### config.mk
export PLATFORM = sky130hd
export DESIGN_NAME = length_prefixed_utf8_param_deframer_core_flat
export DESIGN_NICKNAME = d
export VERILOG_FILES = /design/src/rtl/core/ldf_pkg.sv /design/src/rtl/core/ldf_if.sv /design/src/rtl/core/ldf_front.sv /design/src/rtl/core/ldf_queue.sv /design/src/rtl/core/length_prefixed_utf8_param_deframer_core.sv /design/src/flat_wrapper.sv
export SDC_FILE = /design/constraint.sdc
export NUM_CORES = 1
export LEC_CHECK = 0
export BUFFER_PORTS_ARGS = -buffer_cell sky130_fd_sc_hd__buf_2
export CAP_MARGIN = 20
export CORE_ASPECT_RATIO = 0.75
export CORE_MARGIN = 5
export CORE_UTILIZATION = 50
export DETAILED_ROUTE_END_ITERATION = 7
export PLACE_DENSITY_LB_ADDON = 0.25
export REMOVE_ABC_BUFFERS = 1
export SETUP_SLACK_MARGIN = 0.4
export SYNTH_ARGS = -nofsm -noshare
export SYNTH_HDL_FRONTEND = slang
export SYNTH_SLANG_ARGS = --single-unit
### constraint.sdc
create_clock -name i_clk -period 8.3 [get_ports i_clk]
set_input_delay 0.83 -clock i_clk [delete_from_list [all_inputs] [get_ports i_clk]]
set_output_delay 0.83 -clock i_clk [all_outputs]
set_load 0.02 [all_outputs]
### src/rtl/core/ldf_pkg.sv
// Package for the length-prefixed UTF-8 deframer core.
// Holds the phase and result-kind types, the result record and character constants.
// No dependencies.
`timescale 1ns / 1ps

package ldf_pkg;

    localparam int ACC_W      = 27;
    localparam int FIFO_DEPTH = 2;

    localparam logic [ACC_W-1:0] ACC_MAX = {ACC_W{1'b1}};

    localparam logic [7:0] CH_SPACE = 8'h20;
    localparam logic [7:0] CH_PLUS  = 8'h2B;
    localparam logic [7:0] CH_MINUS = 8'h2D;
    localparam logic [7:0] CH_ZERO  = 8'h30;
    localparam logic [7:0] CH_NINE  = 8'h39;
    localparam logic [7:0] LEAD3    = 8'hE0;
    localparam logic [7:0] LEAD2    = 8'hC0;
    localparam logic [7:0] MASK3    = 8'h0F;
    localparam logic [7:0] MASK2    = 8'h1F;
    localparam logic [7:0] MASKC    = 8'h3F;

    typedef enum logic [1:0] {
        PH_LEN = 2'd0,
        PH_PAY = 2'd1,
        PH_SEP = 2'd2
    } t_phase;

    typedef enum logic [1:0] {
        KIND_UNIT     = 2'd0,
        KIND_END      = 2'd1,
        KIND_TOO_LONG = 2'd2
    } t_kind;

    typedef struct packed {
        t_kind       kind;
        logic [15:0] code_unit;
        logic        truncated;
    } t_result;

    typedef struct packed {
        logic    valid;
        t_result res;
    } t_push;

endpackage

### src/rtl/core/ldf_if.sv
// Stream interfaces for the deframer: raw byte input and decoded result output.
// Depends on ldf_pkg.
`timescale 1ns / 1ps

interface ldf_byte_if;
    logic       valid;
    logic       ready;
    logic [7:0] byte_in;

    modport source (output valid, output byte_in, input ready);
    modport sink   (input valid, input byte_in, output ready);
endinterface

interface ldf_result_if;
    logic           valid;
    logic           ready;
    ldf_pkg::t_kind kind;
    logic [15:0]    code_unit;
    logic           truncated;

    modport source (output valid, output kind, output code_unit, output truncated, input ready);
    modport sink   (input valid, input kind, input code_unit, input truncated, output ready);
endinterface

### src/rtl/core/ldf_front.sv
// Front end: parses the length field, walks payload bytes, decodes UTF-8 units.
// Produces at most one result per accepted byte. Depends on ldf_pkg, ldf_if.
`timescale 1ns / 1ps

module ldf_front #(
    parameter int MAX_FIELD_CHARS = 9
) (
    input  logic            i_clk,
    input  logic            i_rst_n,
    ldf_byte_if.sink        i_byte,
    input  logic            i_space,
    output ldf_pkg::t_push  o_push
);

    localparam int FC_W = $clog2(MAX_FIELD_CHARS + 1);
    localparam logic [FC_W-1:0] FC_MAX = FC_W'(MAX_FIELD_CHARS);
    localparam int AW = ldf_pkg::ACC_W;

    ldf_pkg::t_phase  r_phase, n_phase;
    logic [FC_W-1:0]  r_fc, n_fc;
    logic [AW-1:0]    r_acc, n_acc;
    logic             r_neg, n_neg;
    logic             r_stop, n_stop;
    logic [AW-1:0]    r_left, n_left;
    logic [1:0]       r_pend, n_pend;
    logic [15:0]      r_part, n_part;
    logic             r_closed, n_closed;

    logic             accept;
    logic [7:0]       b;
    logic             too_long, is_space, is_digit, neg_len;
    logic [AW+3:0]    mul10;
    logic [AW-1:0]    left_dec;
    logic             last;
    logic             emit_req, emit_trunc;
    logic [15:0]      emit_val;

    assign i_byte.ready = i_space;
    assign accept   = i_byte.valid & i_space;
    assign b        = i_byte.byte_in;
    assign too_long = (r_fc >= FC_MAX);
    assign is_space = (b == ldf_pkg::CH_SPACE);
    assign is_digit = (b >= ldf_pkg::CH_ZERO) && (b <= ldf_pkg::CH_NINE);
    assign neg_len  = r_neg && (r_acc != '0);
    assign mul10    = {r_acc, 3'b000} + {2'b00, r_acc, 1'b0}
                    + {(AW - 4)'(0), (b - ldf_pkg::CH_ZERO)};
    assign left_dec = r_left - 1'b1;
    assign last     = (left_dec == '0);

    always_comb begin
        n_phase = r_phase;
        if (accept) begin
            unique case (r_phase)
                ldf_pkg::PH_PAY: begin
                    if (last) n_phase = ldf_pkg::PH_SEP;
                end
                ldf_pkg::PH_SEP: begin
                    n_phase = ldf_pkg::PH_LEN;
                end
                default: begin
                    n_phase = ldf_pkg::PH_LEN;
                    if (!too_long && is_space && !neg_len) begin
                        n_phase = (r_acc == '0) ? ldf_pkg::PH_SEP : ldf_pkg::PH_PAY;
                    end
                end
            endcase
        end
    end

    always_comb begin
        n_fc       = r_fc;
        n_acc      = r_acc;
        n_neg      = r_neg;
        n_stop     = r_stop;
        n_left     = r_left;
        n_pend     = r_pend;
        n_part     = r_part;
        n_closed   = r_closed;
        emit_req   = 1'b0;
        emit_val   = '0;
        emit_trunc = 1'b0;
        o_push     = '0;
        if (accept) begin
            unique case (r_phase)
                ldf_pkg::PH_PAY: begin
                    n_left = left_dec;
                    unique case (r_pend)
                        2'd0: begin
                            if (b >= ldf_pkg::LEAD3) begin
                                n_part = {b[3:0], 12'd0};
                                n_pend = 2'd2;
                            end else if (b >= ldf_pkg::LEAD2) begin
                                n_part = {5'd0, b[4:0], 6'd0};
                                n_pend = 2'd1;
                            end else begin
                                emit_req = 1'b1;
                                emit_val = {8'd0, b};
                            end
                            if (b >= ldf_pkg::LEAD2 && last) begin
                                n_pend   = 2'd0;
                                emit_req = 1'b1;
                                emit_val = '0;
                            end
                        end
                        2'd2: begin
                            n_part = r_part | {4'd0, b[5:0], 6'd0};
                            n_pend = 2'd1;
                            if (last) begin
                                emit_req   = 1'b1;
                                emit_val   = r_part | {4'd0, b[5:0], 6'd0};
                                emit_trunc = 1'b1;
                            end
                        end
                        default: begin
                            n_part   = r_part | {10'd0, b[5:0]};
                            n_pend   = 2'd0;
                            emit_req = 1'b1;
                            emit_val = r_part | {10'd0, b[5:0]};
                        end
                    endcase
                    if (last) n_pend = 2'd0;
                    if (emit_req && !r_closed) begin
                        if (emit_val == '0) begin
                            n_closed = 1'b1;
                        end else begin
                            o_push.valid         = 1'b1;
                            o_push.res.kind      = ldf_pkg::KIND_UNIT;
                            o_push.res.code_unit = emit_val;
                            o_push.res.truncated = emit_trunc;
                        end
                    end
                end
                ldf_pkg::PH_SEP: begin
                    n_closed = 1'b0;
                    n_pend   = 2'd0;
                    n_part   = '0;
                    n_fc     = '0;
                    n_acc    = '0;
                    n_neg    = 1'b0;
                    n_stop   = 1'b0;
                    o_push.valid    = 1'b1;
                    o_push.res.kind = ldf_pkg::KIND_END;
                end
                default: begin
                    if (too_long) begin
                        n_fc   = '0;
                        n_acc  = '0;
                        n_neg  = 1'b0;
                        n_stop = 1'b0;
                        o_push.valid    = 1'b1;
                        o_push.res.kind = ldf_pkg::KIND_TOO_LONG;
                    end else if (is_space) begin
                        n_fc     = '0;
                        n_acc    = '0;
                        n_neg    = 1'b0;
                        n_stop   = 1'b0;
                        n_pend   = 2'd0;
                        n_part   = '0;
                        n_closed = 1'b0;
                        if (neg_len) begin
                            o_push.valid    = 1'b1;
                            o_push.res.kind = ldf_pkg::KIND_END;
                        end else begin
                            n_left = r_acc;
                        end
                    end else begin
                        if (r_fc == '0 && (b == ldf_pkg::CH_PLUS || b == ldf_pkg::CH_MINUS)) begin
                            n_neg = (b == ldf_pkg::CH_MINUS);
                        end else if (!r_stop && is_digit) begin
                            n_acc = (mul10 > {4'd0, ldf_pkg::ACC_MAX}) ? ldf_pkg::ACC_MAX
                                                                     : mul10[AW-1:0];
                        end else begin
                            n_stop = 1'b1;
                        end
                        n_fc = r_fc + 1'b1;
                    end
                end
            endcase
        end
    end

    always_ff @(posedge i_clk) begin
        if (!i_rst_n) begin
            r_phase  <= ldf_pkg::PH_LEN;
            r_fc     <= '0;
            r_acc    <= '0;
            r_neg    <= 1'b0;
            r_stop   <= 1'b0;
            r_left   <= '0;
            r_pend   <= 2'd0;
            r_part   <= '0;
            r_closed <= 1'b0;
        end else begin
            r_phase  <= n_phase;
            r_fc     <= n_fc;
            r_acc    <= n_acc;
            r_neg    <= n_neg;
            r_stop   <= n_stop;
            r_left   <= n_left;
            r_pend   <= n_pend;
            r_part   <= n_part;
            r_closed <= n_closed;
        end
    end

endmodule

### src/rtl/core/ldf_queue.sv
// Result queue between the parser and the output channel; drives the output side.
// Depends on ldf_pkg, ldf_if.
`timescale 1ns / 1ps

module ldf_queue (
    input  logic           i_clk,
    input  logic           i_rst_n,
    input  ldf_pkg::t_push i_push,
    output logic           o_space,
    ldf_result_if.source   o_result
);

    localparam int DEPTH = ldf_pkg::FIFO_DEPTH;
    localparam int PW    = $clog2(DEPTH);
    localparam int CW    = $clog2(DEPTH + 1);
    localparam logic [CW-1:0] CNT_FULL = CW'(DEPTH);

    ldf_pkg::t_result r_mem [DEPTH];
    logic [PW-1:0]    r_wr, n_wr;
    logic [PW-1:0]    r_rd, n_rd;
    logic [CW-1:0]    r_cnt, n_cnt;
    logic             push, pop;
    ldf_pkg::t_result head;

    assign o_space = (r_cnt != CNT_FULL);
    assign push    = i_push.valid & o_space;
    assign pop     = o_result.valid & o_result.ready;
    assign head    = r_mem[r_rd];

    assign o_result.valid     = (r_cnt != '0);
    assign o_result.kind      = head.kind;
    assign o_result.code_unit = head.code_unit;
    assign o_result.truncated = head.truncated;

    always_comb begin
        n_wr  = push ? PW'((32'(r_wr) + 1) % DEPTH) : r_wr;
        n_rd  = pop  ? PW'((32'(r_rd) + 1) % DEPTH) : r_rd;
        n_cnt = r_cnt + CW'(push) - CW'(pop);
    end

    always_ff @(posedge i_clk) begin
        if (push) r_mem[r_wr] <= i_push.res;
    end

    always_ff @(posedge i_clk) begin
        if (!i_rst_n) begin
            r_wr  <= '0;
            r_rd  <= '0;
            r_cnt <= '0;
        end else begin
            r_wr  <= n_wr;
            r_rd  <= n_rd;
            r_cnt <= n_cnt;
        end
    end

endmodule

### src/rtl/core/length_prefixed_utf8_param_deframer_core.sv
// Top level of the length-prefixed UTF-8 parameter deframer.
// Depends on ldf_pkg, ldf_if, ldf_front, ldf_queue.
//
// Usage:
//   i_byte   : raw stream bytes, one per transaction (valid/ready).
//   o_result : decoded records (kind, code_unit, truncated), one per transaction.
//   A length field "<sign><digits> " precedes each parameter; the payload is
//   decoded into 16-bit units (kind 0), the separator or a negative length's space
//   gives kind 1, over-long length fields kind 2; bytes completing nothing give none.
// Timing:
//   One input byte per cycle while the queue has space. Each record is registered
//   into the queue when its byte is accepted and leaves in order; parser state is registered.
//   A two-entry queue sits between the parser and the output, so input keeps
//   flowing while a record waits; i_byte.ready drops only when the queue is full.
// Reset:
//   Synchronous, active low; parser returns to the length field phase and the
//   queue empties. No memory clearing is needed.
`timescale 1ns / 1ps

module length_prefixed_utf8_param_deframer_core #(
    parameter int MAX_FIELD_CHARS = 9
) (
    input  logic         i_clk,
    input  logic         i_rst_n,
    ldf_byte_if.sink     i_byte,
    ldf_result_if.source o_result
);

    ldf_pkg::t_push push;
    logic           space;

    ldf_front #(
        .MAX_FIELD_CHARS (MAX_FIELD_CHARS)
    ) u_front (
        .i_clk   (i_clk),
        .i_rst_n (i_rst_n),
        .i_byte  (i_byte),
        .i_space (space),
        .o_push  (push)
    );

    ldf_queue u_queue (
        .i_clk    (i_clk),
        .i_rst_n  (i_rst_n),
        .i_push   (push),
        .o_space  (space),
        .o_result (o_result)
    );

endmodule

### src/flat_wrapper.sv
// flat-port wrapper written by rule: the top's interface ports become plain ports
module length_prefixed_utf8_param_deframer_core_flat 
#(
    parameter int MAX_FIELD_CHARS = 9
)
  (i_clk, i_rst_n, i_byte_valid, i_byte_byte_in, i_byte_ready, o_result_valid, o_result_kind, o_result_code_unit, o_result_truncated, o_result_ready);
  ldf_byte_if i_byte_i ();
  ldf_result_if o_result_i ();
  input  logic i_clk;
  input  logic i_rst_n;
  input wire logic [$bits(i_byte_i.valid)-1:0] i_byte_valid;
  input wire logic [$bits(i_byte_i.byte_in)-1:0] i_byte_byte_in;
  output wire logic [$bits(i_byte_i.ready)-1:0] i_byte_ready;
  output wire logic [$bits(o_result_i.valid)-1:0] o_result_valid;
  output wire logic [$bits(o_result_i.kind)-1:0] o_result_kind;
  output wire logic [$bits(o_result_i.code_unit)-1:0] o_result_code_unit;
  output wire logic [$bits(o_result_i.truncated)-1:0] o_result_truncated;
  input wire logic [$bits(o_result_i.ready)-1:0] o_result_ready;
  assign i_byte_i.valid = i_byte_valid;
  assign i_byte_i.byte_in = i_byte_byte_in;
  assign i_byte_ready = i_byte_i.ready;
  assign o_result_valid = o_result_i.valid;
  assign o_result_kind = o_result_i.kind;
  assign o_result_code_unit = o_result_i.code_unit;
  assign o_result_truncated = o_result_i.truncated;
  assign o_result_i.ready = o_result_ready;
  length_prefixed_utf8_param_deframer_core #(.MAX_FIELD_CHARS(MAX_FIELD_CHARS)) u_core (.i_clk(i_clk), .i_rst_n(i_rst_n), .i_byte(i_byte_i), .o_result(o_result_i));
endmodule
==> flow_summary.ini, run 1 <==
[yosys]
yosysTopAreaCellShare_pct = 20.9
synthDistinctLibCells = 72
synth_area_leaders = sky130_fd_sc_hd__dfxtp_1, sky130_fd_sc_hd__edfxtp_1, sky130_fd_sc_hd__ha_1
synth_enable_flop_cells = 38
syn_inst = 957
synth.cell_area_mm2 = 0.00823
sequential_to_total_area_share_from_yosys_stat_pct = 34.8
yosys_warnings = 0
synth_area_per_cell_um2 = 8.60
synth_largest_area_cell = sky130_fd_sc_hd__dfxtp_1
share_of_flip_flops_with_an_asynchronous_set_or_reset_pct = 0
synth_flop_cell = sky130_fd_sc_hd__dfxtp_1
synth_seq_cells = 124

[finish]
most-common-layout-cells = sky130_fd_sc_hd__a21oi_1, sky130_fd_sc_hd__dfxtp_1, sky130_fd_sc_hd__nand2_1
final_layout_size_suffix_gt1_share_pct = 11.6
fillCellCount = 1440
mostFrequentLayoutCell = sky130_fd_sc_hd__a21oi_1
antenna_cells_inserted = 0
layout-area-overhead-vs-synth_pct = 10.7
count_of_nets_after_finishing = 1038

[worst_setup_path]
worstPathMaxFanout = 21
timing.setup.critical_path_class = input port to flip-flop
path_buf_inv = 1
timing.critical_path.slowest_stage_cell = sky130_fd_sc_hd__and2_1
required_ps = 8650
critical-path-top-delay-family = simple AND/OR/NAND/NOR gates
setup.worst_path.start_class = input port
crit_path_end_kind = flip-flop
crit_path_max_incr_delay_ps = 630
cp.arrival_ps = 5030
timing.critical_path.cells = buf_2, a21oi_1, xor2_1, fa_1, ha_1, o21ai_0, or4_1, a21oi_1, o41a_1, a221o_1, mux2_2, nand4_1, and2_1, a221o_1

[power]
pwr_density_cell_mw_per_mm2 = 162
total_leakage_power_nw = 3.82
vdd_ir_drop_max_mv = 0.106
totalPowerFinal_w = 0.00148

[global_route]
first_global_vias = 6703
global_route_usage_over_all_layers_pct = 22.9
grt_start_max_net_pins = 49
wire_length_of_the_first_global_routing_pass_mm = 35.4
gr-total-overflow = 0
initial_antenna_violation_count = 0

[timing]
post-route-worst-setup-slack_ps = 3620
timing_max_transition_violations_final = 0
maxClockFrequency_mhz = 214
setup_violations = 0
hold_ws_ps = 472
final.min_clock_period_ps = 4680
fin_crit_sh_pct = 56.4
final_layout_setup_total_negative_slack_ps = 0
finalHoldViolCount = 0
worst-slew-pin-transition_ps = 919
clock_skews_ps = 17.8
grt_setup_unrepaired = no
max_slew_margin_pct = 37.9

[clocking]
cts_max_level = 4
total_of_hold_buffers_inserted_after_clock_tree_synthesis = 0
postCtsSetupRepairBufs = 0
sink_count = 124
max-clock-path-buffers = 2
ctsRootBufferMaster = sky130_fd_sc_hd__clkbuf_16
tritoncts = built
worst_skew_pair.late_latency_ps = 410
numCtsBuffers = 17
clkSlewWorstSetupHoldPaths_ps = 50
cts.repair.resized = 0

[die]
die_height_um = 121
chipWidth_um = 158
initial_core_util_pct = 51.2
core_area_mm2 = 0.0161
floorplan.die_area_mm2 = 0.0192
rows = 40
io_pins = 33

[placement]
post-dp-hpwl_mm = 16.0
pre_cts_slack_ps = 3250
weighted_congestion_at_the_end_of_routability_driven_global_placement = 0.940
numPortBuffers = 32

[routing]
routedWlPerCell_um = 18.3
dr_total_vias = 7394
first_pass_iters = 5
vias_per_cell = 6.25
count_of_routing_violations_after_the_opening_detailed_route_iteration = 686
post-route-drc-count = 0
detail_route.wirelength_mm = 21.7
ant_nets = 0

[flow_run]
drv_cap = 0

[run_status]
outcome = finished clean

[min_path]
hold_path.class = flip-flop to flip-flop
-- routing by layer --
metal | vias to the layer above | track usage [%] | part of all wire [%]
met3 | 25 | 4.71 | 8.9
met1 | 3455 | 36.7 | 50
met5 | - | 0 | 0
li1 | 3577 | - | -
met2 | 337 | 30.9 | 40
met4 | 0 | 5.49 | 1.4
-- layout make-up --
type | count | area, um^2 | share of cell area [%]
clock buffers | 18 | 429 | 4.71
clock inverters | 14 | 195 | 2.14
inverters | 37 | 139 | 1.52
multi-input cells | 739 | 4990 | 54.8
flip-flops and latches | 124 | 2860 | 31.4
well taps | 210 | 263 | 2.88
repair buffers | 41 | 228 | 2.50
-- worst register-to-register path: cells and delay by family, from the launching register on --
kind,cells,cell delay [ps]
AO/OA/AOI/OAI,3,820
XOR/XNOR,2,290
adder cells (fa/ha/maj),3,800
buffers and inverters,2,120
flip-flops,1,370
AND/OR/NAND/NOR,6,1930
-- synthesized netlist by cell type, drive strengths merged (6+ instances only) --
| cell | count |
|---|---|
| a211oi | 12 |
| a21o | 11 |
| a21oi | 88 |
| a221o | 23 |
| a22oi | 24 |
| a31oi | 12 |
| and2 | 19 |
| buf | 9 |
| clkbuf | 48 |
| dfxtp | 86 |
| edfxtp | 38 |
| fa | 6 |
| ha | 60 |
| inv | 37 |
| mux2 | 21 |
| nand2 | 82 |
| nand2b | 9 |
| nand3 | 19 |
| nand4 | 8 |
| nor2 | 82 |
| nor2b | 13 |
| nor3 | 30 |
| nor4 | 22 |
| o211ai | 6 |
| o21a | 9 |
| o21ai | 61 |
| or2 | 8 |
| or3 | 11 |
| or4 | 9 |
| xnor2 | 15 |
| xor2 | 15 |
-- cell families after synthesis --
kind of cell    Yosys count  synth area share, %
fa+ha+maj                66                 10.6
xor+xnor                 30                 3.19
mux                      23                 3.16
compound gates          289                 22.9
buf+inv                  94                 4.62
simple gates            331                 20.8
flops                   124                 34.8
-- through the flow --
stage	utilization [%]	area [um^2]	instances
4_1_cts	56.7	9110	1183
2_1_floorplan	-	7990	900
5_1_grt	56.7	9110	1183
3_3_place_gp	52.8	8490	1151
3_5_place_dp	52.8	8490	1151
6_report	56.7	9110	1183
-- power by group --
group | internal, W | switching (W)
Clock | 0.000504 | 0.000279
Sequential | 0.000623 | 0.00000381
Combinational | 0.0000241 | 0.0000442
Total | 0.00115 | 0.000327
-- worst paths after layout --
check	start	end	slack (ps)	cells after the start
worst max-delay path	i_byte_byte_in[4]	u_core.u_front.r_acc[5]$_SDFFE_PN0P_	3620	14
worst min-delay path	u_core.u_front.r_part[14]$_SDFFE_PN0P_	u_core.u_front.r_part[14]$_SDFFE_PN0P_	470	2
worst max register to register	u_core.u_front.r_left[0]$_SDFFE_PN0P_	u_core.u_queue.r_cnt[1]$_SDFF_PN0_	3830	16
worst min register to register	u_core.u_front.r_part[14]$_SDFFE_PN0P_	u_core.u_front.r_part[14]$_SDFFE_PN0P_	470	2
-- flip-flops by register name, summed over array words and instances (netlist names), named ones only --
name / cells
u_core.u_queue.r_mem: 38
u_core.u_front.r_neg: 1
u_core.u_front.r_pend: 2
u_core.u_front.r_stop: 1
u_core.u_front.r_fc: 4
u_core.u_front.r_part: 16
u_core.u_front.r_phase: 2
u_core.u_front.r_acc: 27
u_core.u_queue.r_wr: 1
u_core.u_front.r_left: 27
u_core.u_queue.r_cnt: 2
u_core.u_front.r_closed: 1
u_core.u_queue.r_rd: 1
(Power assumes the default switching activity.)
==> inputs of run 2 (changes only) <==
- clock period: 8.3 -> 4.7 ns (I/O delays scaled with it)
==> flow_summary.ini, run 2 (synthesized netlist as in run 1, its figures left out) <==
[run_status]
outcome = finished clean

[global_route]
gr-total-overflow = 0
first_global_vias = 6560
grt_start_max_net_pins = 48
global_route_usage_over_all_layers_pct = 23.3
wire_length_of_the_first_global_routing_pass_mm = 35.4
initial_antenna_violation_count = 0

[routing]
detail_route.wirelength_mm = 22.1
ant_nets = 0
count_of_routing_violations_after_the_opening_detailed_route_iteration = 799
post-route-drc-count = 0
vias_per_cell = 6.22
dr_total_vias = 7419
routedWlPerCell_um = 18.5
first_pass_iters = 5

[clocking]
worst_skew_pair.late_latency_ps = 420
sink_count = 124
clkSlewWorstSetupHoldPaths_ps = 60
ctsRootBufferMaster = sky130_fd_sc_hd__clkbuf_16
numCtsBuffers = 17
tritoncts = built
max-clock-path-buffers = 2
cts_max_level = 4

[die]
io_pins = 33
die_height_um = 121
chipWidth_um = 158
initial_core_util_pct = 51.2
rows = 40
floorplan.die_area_mm2 = 0.0192
core_area_mm2 = 0.0161

[worst_setup_path]
path_buf_inv = 3
reg_to_reg_setup_timing_slack_ps = 540
crit_path_max_incr_delay_ps = 430
setup.worst_path.start_class = flip-flop
rr_endpoint = u_core.u_queue.r_cnt[1]$_SDFF_PN0_
cp-startpoint = u_core.u_front.r_left[0]$_SDFFE_PN0P_
crit_path_end = u_core.u_queue.r_cnt[1]$_SDFF_PN0_
timing.critical_path.slowest_stage_cell = sky130_fd_sc_hd__or3b_4
timing.critical_path.cells = inv_1, ha_2, or3b_4, nor4_4, buf_4, a31o_2, nand4b_1, or3_4, o41a_1, nor2_1, o311ai_2, ha_1, inv_1, ha_1, xor2_1, xnor2_1, nor2_1
crit_path_end_kind = flip-flop
timing.setup.critical_path_class = flip-flop to flip-flop
depth_of_the_critical_timing_path_with_buffers_and_inverters_included = 17
crit-reg2reg-launch = u_core.u_front.r_left[0]$_SDFFE_PN0P_
required_ps = 4990
worstPathMaxFanout = 7
ff2ff_path_depth = 17
critical-path-top-delay-family = simple AND/OR/NAND/NOR gates
cp.arrival_ps = 4450

[finish]
layout.cell_area.non_filler_mm2 = 0.00916
biggestRegsByFlops = u_core.u_queue.r_mem (38), u_core.u_front.r_acc (27), u_core.u_front.r_left (27)
layout-area-overhead-vs-synth_pct = 11.2
antenna_cells_inserted = 0
count_of_nets_after_finishing = 1048
max_flop_register = u_core.u_queue.r_mem
flip_flop_count_of_the_largest_register_all_copies_and_words_added = 38
most-common-layout-cells = sky130_fd_sc_hd__a21oi_1, sky130_fd_sc_hd__dfxtp_1, sky130_fd_sc_hd__nand2_1
mostFrequentLayoutCell = sky130_fd_sc_hd__a21oi_1
final_layout_size_suffix_gt1_share_pct = 12.9

[timing]
worst-slew-pin-transition_ps = 927
fin_crit_sh_pct = 88.6
timing_max_transition_violations_final = 0
final_layout_setup_total_negative_slack_ps = 0
setup_violations = 0
clock_skews_ps = 8.76
maxClockFrequency_mhz = 240
final.min_clock_period_ps = 4160
grt_setup_unrepaired = yes
finalHoldViolCount = 0
max_slew_margin_pct = 38.1

[placement]
place_area_mm2 = 0.00856
post-dp-hpwl_mm = 16.5
weighted_congestion_at_the_end_of_routability_driven_global_placement = 0.945
numPortBuffers = 32

[power]
pwr_density_cell_mw_per_mm2 = 274
total_leakage_power_nw = 3.85
vdd_ir_drop_max_mv = 0.186

[min_path]
min-delay-start = i_byte_byte_in[4]
hold_path.class = input port to flip-flop

[flow_run]
drv_cap = 0
[run 2: metrics by stage]
step	std cells	power (W)	setup slack, ps	hold WS (ps)	util [%]
3_5_place_dp	1161	0.00125	310	464	53.3
4_1_cts	1193	0.00253	405	409	56.9
2_1_floorplan	900	0.00120	505	428	-
6_report	1193	0.00251	536	426	57.0
5_1_grt	1193	0.00259	372	431	57.0
3_3_place_gp	1161	0.00125	383	457	53.3
[run 2: routing by layer]
metal / track usage [%] / vias up / part of all wire [%]
met5: 0 / - / 0
met4: 6.07 / 0 / 1.6
met3: 5.78 / 31 / 9.4
met2: 31.3 / 329 / 40
met1: 36.5 / 3464 / 49
li1: - / 3595 / -
[run 2: worst min-delay path by stage]
stage / endpoint / slack, ps / cells after the start
after floorplan: u_core.u_front.r_stop$_SDFFE_PN0P_ / 430 / 2
after CTS: u_core.u_front.r_part[4]$_SDFFE_PN0P_ / 410 / 3
after global placement: u_core.u_front.r_part[12]$_SDFFE_PN0P_ / 460 / 2
final: u_core.u_front.r_part[4]$_SDFFE_PN0P_ / 430 / 3
after detailed placement: u_core.u_front.r_part[14]$_SDFFE_PN0P_ / 460 / 2
after global routing: u_core.u_front.r_left[19]$_SDFFE_PN0P_ / 430 / 2
[run 2: cell type report]
cell class	instances	area, um^2
Fill cell	1418	6910
Multi-Input combinational cell	739	5010
Sequential cell	124	2860
Clock buffer	18	429
Timing Repair Buffer	51	303
Tap cell	210	263
Clock inverter	14	146
Inverter	37	139
[run 2: power by group]
group / total, W / switching (W) / internal (W) / leakage [nW]
clock: 0.00128 / 0.000499 / 0.000780 / 0.278
sequential: 0.00111 / 0.00000670 / 0.00110 / 1.05
combinational: 0.000124 / 0.0000792 / 0.0000444 / 2.52
total: 0.00251 / 0.000585 / 0.00192 / 3.85
[run 2: what timing repair did]
item                                    CTS  global route
gates resized for setup                   0             5
setup buffers                             0             0
hold buffers                              0             0
endpoints found under the setup margin    0            40
[run 2: worst min-delay path: stages]
cell                      delay, ps
sky130_fd_sc_hd__buf_2          180
sky130_fd_sc_hd__a21oi_1         90
sky130_fd_sc_hd__nor2_1          80
==> inputs of run 3 (changes only) <==
- CORE_MARGIN: 5 -> default
- CTS_CLUSTER_SIZE: default -> 24
- clock period: 4.7 -> 5.1 ns (I/O delays scaled with it)
==> flow_summary.ini, run 3 (synthesized netlist as in run 1, its figures left out) <==
[routing]
vias_per_cell = 6.23
ant_nets = 0
dr_total_vias = 7379
routedWlPerCell_um = 18.4
count_of_routing_violations_after_the_opening_detailed_route_iteration = 832
post-route-drc-count = 0
detail_route.wirelength_mm = 21.8
first_pass_iters = 8

[power]
pwr_density_cell_mw_per_mm2 = 261
vdd_ir_drop_max_mv = 0.171
total_leakage_power_nw = 3.83

[run_status]
outcome = finished clean

[timing]
max_slew_margin_pct = 31.5
finalHoldViolCount = 0
timing_max_transition_violations_final = 0
maxClockFrequency_mhz = 231
final_layout_setup_total_negative_slack_ps = 0
clock_skews_ps = 5.51
setup_violations = 0
grt_setup_unrepaired = no
fin_crit_sh_pct = 84.7
final.min_clock_period_ps = 4320
worst-slew-pin-transition_ps = 1030

[finish]
antenna_cells_inserted = 0
most-common-layout-cells = sky130_fd_sc_hd__a21oi_1, sky130_fd_sc_hd__dfxtp_1, sky130_fd_sc_hd__nand2_1
final_layout_size_suffix_gt1_share_pct = 11.8
flip_flop_count_of_the_largest_register_all_copies_and_words_added = 38
biggestRegsByFlops = u_core.u_queue.r_mem (38), u_core.u_front.r_acc (27), u_core.u_front.r_left (27)
max_flop_register = u_core.u_queue.r_mem
mostFrequentLayoutCell = sky130_fd_sc_hd__a21oi_1
layout-area-overhead-vs-synth_pct = 10.6
util_after_layout_pct = 56.7
count_of_nets_after_finishing = 1039

[clocking]
worst_skew_pair.late_latency_ps = 420
postCtsSetupRepairBufs = 0
max-clock-path-buffers = 2
ctsRootBufferMaster = sky130_fd_sc_hd__clkbuf_16
numCtsBuffers = 17
tritoncts = built
sink_count = 124
clkSlewWorstSetupHoldPaths_ps = 60
cts_max_level = 4

[worst_setup_path]
cp.arrival_ps = 4610
required_ps = 5390
timing.setup.critical_path_class = flip-flop to flip-flop
crit-reg2reg-launch = u_core.u_front.r_left[0]$_SDFFE_PN0P_
setup.worst_path.start_class = flip-flop
crit_path_end_kind = flip-flop
cp-startpoint = u_core.u_front.r_left[0]$_SDFFE_PN0P_
worstPathMaxFanout = 8
reg_to_reg_setup_timing_slack_ps = 780

[placement]
weighted_congestion_at_the_end_of_routability_driven_global_placement = 0.921
numPortBuffers = 32
post-dp-hpwl_mm = 16.0

[die]
core_area_mm2 = 0.0161
rows = 40
floorplan.die_area_mm2 = 0.0170
die_height_um = 113
io_pins = 33
chipWidth_um = 150
initial_core_util_pct = 51.2

[global_route]
grt_start_max_net_pins = 48
wire_length_of_the_first_global_routing_pass_mm = 35.1
gr-total-overflow = 0
global_route_usage_over_all_layers_pct = 26.5
initial_antenna_violation_count = 0
first_global_vias = 6528

[flow_run]
drv_cap = 0

[min_path]
hold_path.class = input port to flip-flop
min-delay-start = i_rst_n
## run 3: repair_timing
| action | in CTS | in global routing |
|---|---|---|
| setup endpoints to repair | 0 | 1 |
| hold buffers | 0 | 0 |
| gates resized for setup | 0 | 1 |
## run 3: worst paths after layout
| path | to | depth (start not counted) |
|---|---|---|
| worst max-delay path | u_core.u_queue.r_cnt[1]$_SDFF_PN0_ | 16 |
| worst min-delay path | u_core.u_front.r_left[19]$_SDFFE_PN0P_ | 2 |
| worst max register to register | u_core.u_queue.r_cnt[1]$_SDFF_PN0_ | 16 |
| worst min register to register | u_core.u_front.r_phase[0]$_SDFFE_PN0P_ | 2 |
## run 3: area by class of cell
type | instances | area, um^2
fillers | 1430 | 6960
multi-input cells | 739 | 5000
flip-flops and latches | 124 | 2860
clock buffers | 18 | 439
well taps | 210 | 263
repair buffers | 42 | 235
clock inverters | 14 | 168
inverters | 37 | 139
## run 3: worst max-delay path: stages, from the launching register on
cell	delay [ps]
sky130_fd_sc_hd__dfxtp_1	370
sky130_fd_sc_hd__inv_1	90
sky130_fd_sc_hd__ha_1	240
sky130_fd_sc_hd__or3b_1	490
sky130_fd_sc_hd__nor4_4	500
sky130_fd_sc_hd__and3_2	280
sky130_fd_sc_hd__o221ai_2	90
sky130_fd_sc_hd__or3_4	410
sky130_fd_sc_hd__o41a_1	420
sky130_fd_sc_hd__nor2_1	160
sky130_fd_sc_hd__o311ai_1	200
sky130_fd_sc_hd__ha_1	340
sky130_fd_sc_hd__inv_1	60
sky130_fd_sc_hd__ha_1	140
sky130_fd_sc_hd__xor2_1	180
sky130_fd_sc_hd__xnor2_1	140
sky130_fd_sc_hd__nor2_1	50
## run 3: per-layer routing
metal  track usage [%]  up-vias  routed length (um)
met4              6.26        0                 233
met2              36.0      280                8830
met3              5.36       19                1660
met1              41.8     3506               11100
li1                  -     3574                   -
met5                 0        -                   0
## run 3: per-stage QoR
stage | instance area (um^2) | worst slack [ps] | instances | total power (W) | hold slack, ps
floorplan | 7990 | 905 | 900 | 0.00111 | 428
global placement | 8500 | 644 | 1152 | 0.00115 | 460
detailed placement | 8500 | 582 | 1152 | 0.00115 | 467
CTS | 9100 | 694 | 1184 | 0.00238 | 461
global route | 9100 | 547 | 1184 | 0.00244 | 471
finish | 9100 | 780 | 1184 | 0.00237 | 468
## run 3: power breakdown
part	internal, W	leakage [nW]	switching (W)
clock network	0.000782	0.296	0.000460
registers	0.00101	1.05	0.00000608
logic	0.0000393	2.49	0.0000715
